File: config.mk
export PLATFORM = sky130hd
export DESIGN_NAME = uart_fifo_watermark_registers_unit
export DESIGN_NICKNAME = d
export VERILOG_FILES = /design/src/rtl/ufwr_pkg.sv /design/src/rtl/ufwr_fifo_ram.sv /design/src/rtl/ufwr_regs.sv /design/src/rtl/uart_fifo_watermark_registers_unit.sv
export SDC_FILE = /design/constraint.sdc
export NUM_CORES = 1
export LEC_CHECK = 0
export BUFFER_PORTS_ARGS = -buffer_cell sky130_fd_sc_hd__buf_2
export CAP_MARGIN = 30
export CORE_AREA = 2 2 246 224
export CTS_CLUSTER_DIAMETER = 60
export CTS_CLUSTER_SIZE = 10
export DETAILED_ROUTE_END_ITERATION = 8
export DIE_AREA = 0 0 248 226
export REMOVE_ABC_BUFFERS = 1
export SYNTH_ARGS = -nofsm -noshare
export SYNTH_HDL_FRONTEND = slang
export SYNTH_HIERARCHICAL = 1
export SYNTH_SLANG_ARGS = --single-unit
File: constraint.sdc
create_clock -name clk -period 9.6 [get_ports clk]
set_input_delay 1.92 -clock clk [delete_from_list [all_inputs] [get_ports clk]]
set_output_delay 1.92 -clock clk [all_outputs]
set_load 0.01 [all_outputs]
File: src/rtl/ufwr_pkg.sv
// Shared types, register offsets and command codes of the UART FIFO register block.
package ufwr_pkg;

	// Default number of entries in each byte FIFO.
	localparam int DEFAULT_FIFO_DEPTH = 8;

	// Widths of the beat fields.
	localparam int CMD_W    = 2;
	localparam int OFFSET_W = 5;
	localparam int WORD_W   = 32;
	localparam int BYTE_W   = 8;
	localparam int THRESH_W = 16;

	// Command codes carried in the slave-side tuser.
	typedef enum logic [CMD_W-1:0] {
		CMD_BUS_READ  = 2'd0,
		CMD_BUS_WRITE = 2'd1,
		CMD_LINE_RX   = 2'd2,
		CMD_LINE_TX   = 2'd3
	} command_t;

	// Register byte offsets.
	localparam logic [OFFSET_W-1:0] OFF_TXDATA = 5'h00;
	localparam logic [OFFSET_W-1:0] OFF_RXDATA = 5'h04;
	localparam logic [OFFSET_W-1:0] OFF_TXCTRL = 5'h08;
	localparam logic [OFFSET_W-1:0] OFF_RXCTRL = 5'h0C;
	localparam logic [OFFSET_W-1:0] OFF_IE     = 5'h10;
	localparam logic [OFFSET_W-1:0] OFF_IP     = 5'h14;
	localparam logic [OFFSET_W-1:0] OFF_DIV    = 5'h18;

	// Status flag in bit 31 of txdata and rxdata reads.
	localparam logic [WORD_W-1:0] FLAG_31 = 32'h8000_0000;

	// Watermark bit positions in ip and ie.
	localparam int WM_TX_BIT = 0;
	localparam int WM_RX_BIT = 1;

	// Result fields settled when the beat is accepted; FIFO bytes join from the registered memory read data.
	typedef struct packed {
		logic [WORD_W-1:0] read_data;
		logic              use_rx_mem;
		logic              use_tx_mem;
		logic              tx_valid;
		logic              rx_accepted;
		logic              bad_offset;
		logic              irq;
	} ufwr_stage_t;

endpackage

File: src/rtl/ufwr_fifo_ram.sv
// Byte-wide synchronous memory with one write port and one registered read port.
module ufwr_fifo_ram
	import ufwr_pkg::*;
#(
	parameter int DEPTH = DEFAULT_FIFO_DEPTH,
	parameter int AW    = (DEPTH > 1) ? $clog2(DEPTH) : 1
) (
	input  logic              clk,
	input  logic              wr_en,
	input  logic [AW-1:0]     wr_addr,
	input  logic [BYTE_W-1:0] wr_data,
	input  logic              rd_en,
	input  logic [AW-1:0]     rd_addr,
	output logic [BYTE_W-1:0] rd_data
);

	logic [BYTE_W-1:0] mem [DEPTH];
	logic [BYTE_W-1:0] rd_data_q;

	// Write port.
	always_ff @(posedge clk) begin
		if (wr_en) begin
			mem[wr_addr] <= wr_data;
		end
	end

	// Read port; the data holds until the next enabled read.
	always_ff @(posedge clk) begin
		if (rd_en) begin
			rd_data_q <= mem[rd_addr];
		end
	end

	assign rd_data = rd_data_q;

endmodule

File: src/rtl/ufwr_regs.sv
// Register decode, FIFO pointers and counters, and watermark interrupt logic.
module ufwr_regs
	import ufwr_pkg::*;
#(
	parameter int FIFO_DEPTH = DEFAULT_FIFO_DEPTH,
	parameter int AW         = (FIFO_DEPTH > 1) ? $clog2(FIFO_DEPTH) : 1
) (
	input  logic                clk,
	input  logic                arst_n,
	input  logic                accept,
	input  logic [CMD_W-1:0]    command,
	input  logic [OFFSET_W-1:0] reg_offset,
	input  logic [WORD_W-1:0]   bus_wdata,
	input  logic [BYTE_W-1:0]   line_byte,
	output logic                tx_wr_en,
	output logic [AW-1:0]       tx_wr_addr,
	output logic [BYTE_W-1:0]   tx_wr_data,
	output logic                tx_rd_en,
	output logic [AW-1:0]       tx_rd_addr,
	output logic                rx_wr_en,
	output logic [AW-1:0]       rx_wr_addr,
	output logic [BYTE_W-1:0]   rx_wr_data,
	output logic                rx_rd_en,
	output logic [AW-1:0]       rx_rd_addr,
	output ufwr_stage_t         stage
);

	localparam int CW = $clog2(FIFO_DEPTH + 1);
	localparam int SW = CW + 1;
	localparam logic [CW-1:0] FULL_COUNT = CW'(FIFO_DEPTH);
	localparam logic [AW-1:0] LAST_SLOT  = AW'(FIFO_DEPTH - 1);
	localparam logic [SW-1:0] DEPTH_SUM  = SW'(FIFO_DEPTH);

	logic [AW-1:0]     tx_head_q, rx_head_q;
	logic [CW-1:0]     tx_count_q, rx_count_q;
	logic [WORD_W-1:0] tx_control_q, rx_control_q, irq_enable_q, baud_divisor_q;

	logic [CW-1:0]     tx_count_d, rx_count_d;
	logic [AW-1:0]     tx_head_d, rx_head_d;
	logic [WORD_W-1:0] tx_control_d, rx_control_d, irq_enable_d, baud_divisor_d;
	logic              tx_full, rx_full;
	logic              push_tx, pop_tx, push_rx, pop_rx;
	logic              tx_wm_now, rx_wm_now, tx_wm_next, rx_wm_next;
	logic [SW-1:0]     tx_tail_sum, rx_tail_sum;
	logic [WORD_W-1:0] rdata;
	logic              bad;

	assign tx_full = (tx_count_q == FULL_COUNT);
	assign rx_full = (rx_count_q == FULL_COUNT);

	// Watermark conditions on the current state, as seen by an ip read.
	assign tx_wm_now = (THRESH_W'(tx_count_q) < tx_control_q[WORD_W-1 -: THRESH_W]);
	assign rx_wm_now = (THRESH_W'(rx_count_q) > rx_control_q[WORD_W-1 -: THRESH_W]);

	// Command and register decode.
	always_comb begin
		rdata          = '0;
		bad            = 1'b0;
		push_tx        = 1'b0;
		pop_tx         = 1'b0;
		push_rx        = 1'b0;
		pop_rx         = 1'b0;
		tx_control_d   = tx_control_q;
		rx_control_d   = rx_control_q;
		irq_enable_d   = irq_enable_q;
		baud_divisor_d = baud_divisor_q;
		case (command)
			CMD_BUS_READ: begin
				case (reg_offset)
					OFF_TXDATA: rdata = tx_full ? FLAG_31 : '0;
					OFF_RXDATA: begin
						if (rx_count_q == '0) begin
							rdata = FLAG_31;
						end else begin
							pop_rx = 1'b1;
						end
					end
					OFF_TXCTRL: rdata = tx_control_q;
					OFF_RXCTRL: rdata = rx_control_q;
					OFF_IE:     rdata = irq_enable_q;
					OFF_IP: begin
						rdata[WM_TX_BIT] = tx_wm_now;
						rdata[WM_RX_BIT] = rx_wm_now;
					end
					OFF_DIV:    rdata = baud_divisor_q;
					default:    bad = 1'b1;
				endcase
			end
			CMD_BUS_WRITE: begin
				case (reg_offset)
					OFF_TXDATA: push_tx = !tx_full;
					OFF_RXDATA: ;
					OFF_TXCTRL: tx_control_d = bus_wdata;
					OFF_RXCTRL: rx_control_d = bus_wdata;
					OFF_IE:     irq_enable_d = bus_wdata;
					OFF_IP:     ;
					OFF_DIV:    baud_divisor_d = bus_wdata;
					default:    bad = 1'b1;
				endcase
			end
			CMD_LINE_RX: push_rx = !rx_full;
			CMD_LINE_TX: pop_tx = (tx_count_q != '0);
			default: ;
		endcase
	end

	// Tail slot is head plus count, folded back once into the ring.
	always_comb begin
		tx_tail_sum = SW'(tx_head_q) + SW'(tx_count_q);
		if (tx_tail_sum >= DEPTH_SUM) begin
			tx_tail_sum = tx_tail_sum - DEPTH_SUM;
		end
		rx_tail_sum = SW'(rx_head_q) + SW'(rx_count_q);
		if (rx_tail_sum >= DEPTH_SUM) begin
			rx_tail_sum = rx_tail_sum - DEPTH_SUM;
		end
	end

	// Next pointers and counts; at most one FIFO operation per beat.
	always_comb begin
		tx_head_d  = tx_head_q;
		rx_head_d  = rx_head_q;
		tx_count_d = tx_count_q;
		rx_count_d = rx_count_q;
		if (push_tx) begin
			tx_count_d = tx_count_q + CW'(1);
		end
		if (pop_tx) begin
			tx_count_d = tx_count_q - CW'(1);
			tx_head_d  = (tx_head_q == LAST_SLOT) ? '0 : tx_head_q + AW'(1);
		end
		if (push_rx) begin
			rx_count_d = rx_count_q + CW'(1);
		end
		if (pop_rx) begin
			rx_count_d = rx_count_q - CW'(1);
			rx_head_d  = (rx_head_q == LAST_SLOT) ? '0 : rx_head_q + AW'(1);
		end
	end

	// Interrupt level after this beat takes effect.
	assign tx_wm_next = (THRESH_W'(tx_count_d) < tx_control_d[WORD_W-1 -: THRESH_W]);
	assign rx_wm_next = (THRESH_W'(rx_count_d) > rx_control_d[WORD_W-1 -: THRESH_W]);

	// Memory requests.
	assign tx_wr_en   = accept && push_tx;
	assign tx_wr_addr = tx_tail_sum[AW-1:0];
	assign tx_wr_data = bus_wdata[BYTE_W-1:0];
	assign tx_rd_en   = accept && pop_tx;
	assign tx_rd_addr = tx_head_q;
	assign rx_wr_en   = accept && push_rx;
	assign rx_wr_addr = rx_tail_sum[AW-1:0];
	assign rx_wr_data = line_byte;
	assign rx_rd_en   = accept && pop_rx;
	assign rx_rd_addr = rx_head_q;

	// Result fields known at acceptance.
	always_comb begin
		stage.read_data   = rdata;
		stage.use_rx_mem  = pop_rx;
		stage.use_tx_mem  = pop_tx;
		stage.tx_valid    = pop_tx;
		stage.rx_accepted = push_rx;
		stage.bad_offset  = bad;
		stage.irq         = (irq_enable_d[WM_TX_BIT] && tx_wm_next) ||
		                    (irq_enable_d[WM_RX_BIT] && rx_wm_next);
	end

	// State update on each accepted beat.
	always_ff @(posedge clk or negedge arst_n) begin
		if (!arst_n) begin
			tx_head_q      <= '0;
			rx_head_q      <= '0;
			tx_count_q     <= '0;
			rx_count_q     <= '0;
			tx_control_q   <= '0;
			rx_control_q   <= '0;
			irq_enable_q   <= '0;
			baud_divisor_q <= '0;
		end else if (accept) begin
			tx_head_q      <= tx_head_d;
			rx_head_q      <= rx_head_d;
			tx_count_q     <= tx_count_d;
			rx_count_q     <= rx_count_d;
			tx_control_q   <= tx_control_d;
			rx_control_q   <= rx_control_d;
			irq_enable_q   <= irq_enable_d;
			baud_divisor_q <= baud_divisor_d;
		end
	end

endmodule

File: src/rtl/uart_fifo_watermark_registers_unit.sv
// Top level of the UART register block with transmit and receive byte FIFOs.
//
// Slave side: one beat is one event. s_tuser carries the command (bus read, bus
// write, line byte arrives, line takes a byte); s_tdata carries the register
// offset, the write word and the received line byte.
// Master side: exactly one result beat per input beat, in order: read word,
// transmitted byte with its valid flag, receive acceptance, bad offset flag and
// the irq level after the event.
// Throughput is one beat per cycle while the receiver does not stall. The result
// passes the stage 1 register and then the output register: the registers and
// counters update at acceptance while the FIFO byte memories are read, and the
// registered memory data is merged into the output register once it is free.
// Reset clears the counters, pointers and control registers; the FIFO memories
// are not cleared, as an entry is read only after it was written.
// When the receiver stalls, the output register holds its beat, one more beat
// waits in the stage behind it, and s_tready drops until the output drains.
module uart_fifo_watermark_registers_unit
	import ufwr_pkg::*;
#(
	parameter int FIFO_DEPTH = DEFAULT_FIFO_DEPTH
) (
	input  logic         clk,
	input  logic         arst_n,
	input  logic         s_tvalid,
	output logic         s_tready,
	input  logic [47:0]  s_tdata,   // reg_offset[4:0], wdata[36:5], line_byte[44:37]
	input  logic [1:0]   s_tuser,   // command[1:0]
	output logic         m_tvalid,
	input  logic         m_tready,
	output logic [47:0]  m_tdata    // read_data[31:0], tx_byte[39:32], tx_valid[40],
	                                // rx_accepted[41], bad_offset[42], irq[43]
);

	localparam int AW = (FIFO_DEPTH > 1) ? $clog2(FIFO_DEPTH) : 1;

	logic              accept;
	logic              out_free;
	logic              valid_s1;
	ufwr_stage_t       stage;
	ufwr_stage_t       stage_s1;
	logic              m_valid_q;
	logic [47:0]       m_data_q;
	logic [47:0]       out_word;

	logic              tx_wr_en, tx_rd_en, rx_wr_en, rx_rd_en;
	logic [AW-1:0]     tx_wr_addr, tx_rd_addr, rx_wr_addr, rx_rd_addr;
	logic [BYTE_W-1:0] tx_wr_data, rx_wr_data, tx_rd_data, rx_rd_data;
	logic [WORD_W-1:0] read_word;
	logic [BYTE_W-1:0] tx_byte;

	// Handshake: the stage takes a beat when empty or when it hands on its own.
	assign out_free = !m_valid_q || m_tready;
	assign s_tready = !valid_s1 || out_free;
	assign accept   = s_tvalid && s_tready;

	ufwr_regs #(
		.FIFO_DEPTH (FIFO_DEPTH),
		.AW         (AW)
	) u_regs (
		.clk        (clk),
		.arst_n     (arst_n),
		.accept     (accept),
		.command    (s_tuser[CMD_W-1:0]),
		.reg_offset (s_tdata[4:0]),
		.bus_wdata  (s_tdata[36:5]),
		.line_byte  (s_tdata[44:37]),
		.tx_wr_en   (tx_wr_en),
		.tx_wr_addr (tx_wr_addr),
		.tx_wr_data (tx_wr_data),
		.tx_rd_en   (tx_rd_en),
		.tx_rd_addr (tx_rd_addr),
		.rx_wr_en   (rx_wr_en),
		.rx_wr_addr (rx_wr_addr),
		.rx_wr_data (rx_wr_data),
		.rx_rd_en   (rx_rd_en),
		.rx_rd_addr (rx_rd_addr),
		.stage      (stage)
	);

	ufwr_fifo_ram #(
		.DEPTH (FIFO_DEPTH),
		.AW    (AW)
	) u_tx_ram (
		.clk     (clk),
		.wr_en   (tx_wr_en),
		.wr_addr (tx_wr_addr),
		.wr_data (tx_wr_data),
		.rd_en   (tx_rd_en),
		.rd_addr (tx_rd_addr),
		.rd_data (tx_rd_data)
	);

	ufwr_fifo_ram #(
		.DEPTH (FIFO_DEPTH),
		.AW    (AW)
	) u_rx_ram (
		.clk     (clk),
		.wr_en   (rx_wr_en),
		.wr_addr (rx_wr_addr),
		.wr_data (rx_wr_data),
		.rd_en   (rx_rd_en),
		.rd_addr (rx_rd_addr),
		.rd_data (rx_rd_data)
	);

	// Stage 1 valid flag.
	always_ff @(posedge clk or negedge arst_n) begin
		if (!arst_n) begin
			valid_s1 <= 1'b0;
		end else if (s_tready) begin
			valid_s1 <= s_tvalid;
		end
	end

	// Stage 1 payload, loaded on each accepted beat; the memory read data changes only together with it.
	always_ff @(posedge clk) begin
		if (accept) begin
			stage_s1 <= stage;
		end
	end

	// Merge the FIFO bytes into the result beat.
	assign read_word = stage_s1.use_rx_mem ? WORD_W'(rx_rd_data) : stage_s1.read_data;
	assign tx_byte   = stage_s1.use_tx_mem ? tx_rd_data : '0;
	assign out_word  = {4'b0000, stage_s1.irq, stage_s1.bad_offset, stage_s1.rx_accepted,
	                    stage_s1.tx_valid, tx_byte, read_word};

	// Output register.
	always_ff @(posedge clk or negedge arst_n) begin
		if (!arst_n) begin
			m_valid_q <= 1'b0;
		end else if (out_free) begin
			m_valid_q <= valid_s1;
		end
	end

	always_ff @(posedge clk) begin
		if (out_free && valid_s1) begin
			m_data_q <= out_word;
		end
	end

	assign m_tvalid = m_valid_q;
	assign m_tdata  = m_data_q;

endmodule

==> results of run 1 <==
[sequential cells by signal, summed over array words and instances (netlist names), 8 cells and up]
register and cells:
u_rx_ram/mem 64, u_tx_ram/mem 64, m_tdata 44, stage_s1 34, u_regs/baud_divisor_q 32, u_regs/irq_enable_q 32
u_regs/rx_control_q 32, u_regs/tx_control_q 32, u_rx_ram/rd_data 8, u_tx_ram/rd_data 8
[report_power, final]
part	switching (uW)	internal, uW
registers	120	1810
logic	294	294
clock network	638	903
total	1050	3010
[metal layers]
metal	vias up	track usage [%]
li1	3933	-
met1	4527	16.22
met2	192	20.99
met3	77	2.959
met4	8	5.312
met5	-	0
[cells by family after synthesis]
group / count (synthesis) / share of synthesized area [%]
multiplexers: 199 / 17.20
buffers and inverters: 102 / 3.585
flip-flops: 370 / 65.57
AND/OR/NAND/NOR: 169 / 5.772
AO/OA/AOI/OAI: 102 / 4.872
other: 1 / 0.02367
adder cells (fa/ha/maj): 26 / 2.148
XOR/XNOR: 15 / 0.8291
[path summary, 6_finish.rpt]
check,end,slack [ns]
min,m_tdata[40],0.42
max in group asynchronous,u_regs/rx_control_q[17],7.20
max reg2reg,out_word[43],6.15
max,u_regs/irq_enable_q[17],5.21
min reg2reg,m_tdata[40],0.42
min in group asynchronous,u_regs/baud_divisor_q[11],1.34
[critical path, stage by stage]
cell     delay, ns
buf_2         0.14
nor3_1        0.30
and3b_2       0.82
and3_1        0.78
buf_4         0.46
mux2_2        0.38
[cell type report]
class                   count  share of cell area, %
flip-flops and latches    370                  56.70
multi-input cells         515                  26.86
clock buffers              75                  6.923
well taps                 705                  4.814
repair buffers            115                  3.830
inverters                  21                 0.4302
clock inverters             8                 0.4028
diodes                      3                0.04097
[through the flow]
stage | power (uW) | util [%] | instances
CTS | 4106 | 34.07 | 1806
floorplan | 2327 | - | 906
global route | 4255 | 34.18 | 1812
finish | 4062 | 34.18 | 1812
global placement | 2508 | 31.40 | 1717
detailed placement | 2548 | 31.57 | 1723
[cell usage in the layout, fill, tap and decap left out, types with 20 or more instances in the layout]
cell,n
a21oi_1,34
nand2_1,48
edfxtp_1,226
inv_1,20
nor2b_1,27
clkbuf_16,45
mux4_1,30
buf_2,96
clkbuf_1,27
ha_1,24
mux2_2,148
a222oi_1,31
dfrtp_1,144
==> results by group, run 1 <==
Outcome
  • Status: completed

Layout
  • Footprint of the multi-input gates: 4922 um2
  • Layout cells sized above 1: 30.89%
  • Nets: 1,148
  • Area grow syn2layout: 15.65%
  • Reg area: 10,390 um2
  • Filler Cell Count: 5,082
  • Design area: 18,330 um2

Placed design
  • DP Wirelength: 22,070 um
  • PortBufs: 96
  • Placed Area: 16,930 um2
  • Routability Congestion: 0.7852
  • Dpl ws: 4.538 ns

Clock tree
  • Root buf cell: clkbuf_16
  • CTS buffer count: 45
  • CTS sink cnt: 370
  • CTS Hold Bufs: 0
  • Clk Latency, worst-skew pair: 0.57 ns
  • H-tree lvl count: 2
  • CTS tree: built
  • Post-CTS setup buffers: 0
  • Maximum clock insertion buffer count: 3
  • Resized cells post-CTS: 0
  • Clock transition at path regs: 0.05 ns

Global route
  • Vias in the first global route: 9,141
  • Gr usage total: 12.79%
  • Initial antenna violation count: 7
  • Largest net degree at the start of global routing: 77
  • Grt total ovfl: 0
  • First-pass GRT wire length: 54,260 um

Logic synthesis
  • Ys async rst share: 38.92%
  • Number of synthesized flops with an enable pin: 226
  • Most common cell in the netlist: edfxtp_1
  • Largest cells by area after synthesis: edfxtp_1, dfrtp_1, mux2_2
  • Synth Area per Inst: 16.10 um2
  • Top cells by count, synth: edfxtp_1, mux2_2, dfrtp_1
  • Top FF cell, synth: edfxtp_1
  • Syn. warnings: 6
  • Mapped cell area: 15,850 um2
  • Synth top area share: 42.83%
  • Register area share after synthesis: 65.57%
  • Yosys reg bits: 370
  • Post-synth cell types: 64
  • Gate Count Post-Synth: 984
  • Yosys top cell by area: edfxtp_1

Hold path
  • Hold/Removal Path Class: reg -> reg
  • Hold path cells: 0
  • Hold Startpoint: out_word[40]

Setup path
  • Worst r2r src: u_regs/tx_count_q[0]
  • FF-to-FF path depth: 11
  • Startpoint Class: input pin
  • Worst EP arrival: 4.84 ns
  • Critical path class: in -> reg
  • CP Capture Type: flip-flop
  • Worst path required time: 10.04 ns
  • Worst setup path start: s_tdata[3]
  • Crit Path Max Fanout: 32

Flow run
  • Max-cap viol count: 0

Power
  • Max IR drop VDD: 0.1137 mV
  • Power Dens Cells: 221.7 nW/um2
  • Leakage: 0.007246 uW

Route
  • Via count: 8,737
  • # DRC: 0
  • 1st-pass router iterations: 8
  • Max Used Layer: met5
  • DR iter-0 viols: 717
  • Wirelength per Cell: 19.66 um
  • Metal-1 WL: 15,460 um
  • Post-Route WL: 35,620 um
  • Vias/cell: 4.822
  • Met3 wire len: 1878 um
  • Routed wl met2: 17,250 um
  • Post-route ant nets: 0

Floorplan
  • Top Ports: 104
  • Rows: 81
  • Chip height: 226 um
  • Die Wd: 248 um
  • Die area: 56,050 um2
  • Starting Density: 29.55%
  • Core Region: 53,610 um2

Timing
  • Clk_skew: 0.02175 ns
  • RSZ-0062 raised after global routing: false
  • Final Hold Fails: 0
  • Setup slack after layout: 5.207 ns
  • Post-route minimum period: 4.393 ns
  • Fmax: 227.6 MHz
  • Final setup viols: 0
  • Slew @ Worst Pin: 0.9421 ns
  • Final clock period utilization by the worst path: 45.76%
  • Hold slack final: 0.4176 ns
  • Setup TNS: 0 ns
  • Slew HR: 36.85%
  • Pins Over Slew Limit: 0
(Power assumes the default switching activity.)
==> inputs of run 2 (changes only) <==
- ABC_AREA: default -> 1
- CORE_AREA: 2 2 246 224 -> 2 2 252 229
- DIE_AREA: 0 0 248 226 -> 0 0 254 231
- clock period: 9.6 -> 3.8 ns (I/O delays scaled with it)
==> results by group, run 2 <==
Power
  • Power share of the combinational group: 17.5% (+3.0 points)
  • Leakage: 0.008464 uW (+17%)
  • Clock Power Share: 36.5% (-1.4 points)
  • Power Internal: 7428 uW (+150%)
  • Flop pwr share: 45.9% (-1.7 points)
  • Sw Ratio: 28.49% (+2.6 points)
  • Power Dens Cells: 544.6 nW/um2 (+150%)
  • P_sw: 2960 uW (+180%)
  • Max IR drop VDD: 0.3077 mV (+170%)

Logic synthesis
  • Synth Area per Inst: 10.07 um2 (-37%)
  • Gate Count Post-Synth: 1,655 (+68%)
  • Synth top area share: 40.74% (-2.1 points)
  • Largest cells by area after synthesis: edfxtp_1, dfrtp_1, nand2_1
  • Mapped cell area: 16,660 um2 (+5.1%)
  • Number of synthesized flops with an enable pin: 226 (unchanged)
  • Syn. warnings: 6 (unchanged)
  • Yosys reg bits: 370 (unchanged)
  • Post-synth cell types: 48 (-25%)
  • Register area share after synthesis: 62.37% (-3.2 points)
  • Yosys top cell by area: edfxtp_1
  • Ys async rst share: 38.92% (unchanged)
  • Most common cell in the netlist: nand2_1
  • Top FF cell, synth: edfxtp_1
  • Top cells by count, synth: nand2_1, inv_1, edfxtp_1

Setup path
  • Worst R2R Setup Slack: 1.10 ns (-5.05 ns)
  • Delay of the slowest critical-path stage: 0.45 ns (-0.37 ns)
  • CP Capture Type: flip-flop
  • Cell family with most CP delay: compound AO/OA/AOI/OAI gates
  • Crit Path Max Fanout: 6 (-81%)
  • Worst EP arrival: 3.00 ns (-1.84 ns)
  • Buf+Inv Stages, Crit Path: 4 (+2)
  • Slowest cell on crit path: dfrtp_1
  • Worst path required time: 4.10 ns (-5.94 ns)
  • Ordered cell list for the critical path: inv_1, ha_1, inv_1, nor3_2, inv_1, nand3b_1, o21ai_0, xor2_1, inv_1, ha_1, nand2_1, o22ai_1, a21oi_1, o2111ai_1, nand2_1
  • Reg2Reg Capture Point: out_word[43]
  • FF-to-FF path depth: 15 (+4)
  • Startpoint Class: flip-flop
  • Critical path class: reg -> reg
  • Worst path most repeated cell: inv_1
  • Worst r2r src: u_regs/rx_count_q[0]

Clock tree
  • CTS buffer count: 44 (-2.2%)
  • Maximum clock insertion buffer count: 3 (unchanged)
  • Clock transition at path regs: 0.06 ns (about the same)
  • H-tree lvl count: 2 (unchanged)
  • Resized cells post-CTS: 0 (unchanged)
  • Root buf cell: clkbuf_16
  • CTS tree: built
  • CTS Hold Bufs: 0 (unchanged)
  • Clk Latency, worst-skew pair: 0.55 ns (-0.02 ns)
  • Post-CTS setup buffers: 0 (unchanged)
  • CTS sink cnt: 370 (unchanged)

Floorplan
  • Chip height: 231 um (+2.2%)
  • Die Wd: 254 um (+2.4%)
  • Core Region: 56,290 um2 (+5.0%)
  • Rows: 83 (+2.5%)
  • Starting Density: 29.60% (+0.041 points)
  • Top Ports: 104 (unchanged)
  • Die area: 58,670 um2 (+4.7%)

Route
  • Vias/cell: 4.459 (-7.5%)
  • Post-route ant nets: 0 (unchanged)
  • 1st-pass router iterations: 5 (-3)
  • DR iter-0 viols: 929 (+30%)
  • # DRC: 0 (unchanged)
  • Post-Route WL: 39,480 um (+11%)
  • Wirelength per Cell: 15.54 um (-21%)
  • Via count: 11,326 (+30%)

Timing
  • Final clock period utilization by the worst path: 71.07%
  • Final Hold Fails: 0 (unchanged)
  • Slew HR: 41.34% (+4.5 points)
  • Clk_skew: 0.01943 ns (-0.002318 ns)
  • Setup TNS: 0 ns (unchanged)
  • Final setup viols: 0 (unchanged)
  • Post-route minimum period: 2.701 ns
  • Fmax: 370.3 MHz
  • Slew @ Worst Pin: 0.8799 ns (-0.06223 ns)
  • Setup slack after layout: 1.099 ns (-4.108 ns)
  • RSZ-0062 raised after global routing: false
  • Pins Over Slew Limit: 0 (unchanged)

Global route
  • Grt total ovfl: 0 (unchanged)
  • Initial antenna violation count: 5 (-2)
  • Gr usage total: 13.69% (+0.90 points)
  • First-pass GRT wire length: 62,630 um (+15%)
  • Vias in the first global route: 11,498 (+26%)
  • Largest net degree at the start of global routing: 79 (+2.6%)

Placed design
  • DP Wirelength: 25,860 um (+17%)
  • Routability Congestion: 0.8541 (+8.8%)
  • Dpl ws: 0.7495 ns (-3.788 ns)
  • PortBufs: 96 (unchanged)

Layout
  • Area grow syn2layout: 14.50%
  • Filler Cell Count: 5,672 (+12%)
  • Nets: 1,818 (+58%)
  • Layout cells sized above 1: 12.66% (-18 points)
  • Footprint of the multi-input gates: 4564 um2 (-7.3%)
  • Commonest non-fill, non-tap cell in the layout: nand2_1
  • Reg area: 10,390 um2 (unchanged)
  • Commonest cells after routing, fill and taps aside: nand2_1, inv_1, edfxtp_1

Flow run
  • Max-cap viol count: 0 (unchanged)

Outcome
  • Status: completed

Hold path
  • Hold/Removal Path Class: in -> async
[run 2: cell types whose count changed after synthesis, moves of 14 or more]
cell      previous run  this run
nand2_1             48       419
inv_1               20       276
mux2_2             148         1
o21ai_0             12       121
nand3_1              7        79
nor2_1              17        85
o21ai_1              0        41
a222oi_1            31         0
mux4_1              30         0
nor2b_1             28         0
a21oi_1             34        12
a221oi_1             0        19
o22ai_1              0        16
buf_6                4        18
[run 2: area by class of cell]
type / instances / share of cell area [%]
flip-flops and latches: 370 / 54.47
inverters: 288 / 5.701
well taps: 765 / 5.018
clock inverters: 4 / 0.1246
clock buffers: 74 / 6.586
repair buffers: 127 / 4.100
diodes: 5 / 0.06560
multi-input cells: 907 / 23.93
[run 2: kinds of logic after synthesis]
kind of cell,share of synthesized area [%]
buf+inv,10.36
mux,0.06759
fa+ha+maj,2.043
simple gates,15.28
other cells,0.02251
compound gates,9.381
flops,62.37
xor+xnor,0.4732
[run 2: how the worst max path moves through the flow]
| stage | start | endpoint | cells past startpoint |
|---|---|---|---|
| final | u_regs/rx_count_q[0] | out_word[43] | 15 |
| after floorplan | m_tready | u_regs/tx_control_q[0] | 9 |
| after CTS | u_regs/rx_count_q[0] | out_word[43] | 15 |
| after global routing | u_regs/rx_count_q[0] | out_word[43] | 15 |
| after global placement | s_tdata[1] | out_word[43] | 13 |
| after detailed placement | s_tdata[1] | out_word[43] | 13 |
[run 2: routing by layer]
| layer | part of all wire (%) | vias up | global-route usage (%) | wire [um] |
|---|---|---|---|---|
| met5 | 0 | - | 0 | 0 |
| met4 | 2.4 | 0 | 5.092 | 938 |
| met3 | 6.0 | 57 | 2.762 | 2349 |
| met2 | 45 | 299 | 21.36 | 17860 |
| met1 | 46 | 5422 | 18.78 | 18320 |
| li1 | - | 5548 | - | - |
[run 2: stage by stage]
stage / std cells / utilization [%] / instance area, um2 / power (uW) / hold slack [ns]
after CTS: 2535 / 33.86 / 19060 / 10520 / 0.2560
after global routing: 2540 / 33.89 / 19070 / 11000 / 0.2896
after detailed placement: 2457 / 31.59 / 17780 / 6661 / 0.4108
after global placement: 2455 / 31.54 / 17750 / 6588 / 0.4072
final: 2540 / 33.89 / 19070 / 10390 / 0.2415
after floorplan: 1565 / - / 16030 / 6031 / 0.4003
[run 2: power by group through the flow]
stage | registers [uW] | clock network [uW] | logic [uW]
2_1_floorplan | 4880 | 0 | 1150
3_3_place_gp | 4840 | 0 | 1750
3_5_place_dp | 4850 | 0 | 1810
4_1_cts | 4770 | 3920 | 1820
5_1_grt | 4800 | 4070 | 2120
6_report | 4770 | 3790 | 1820
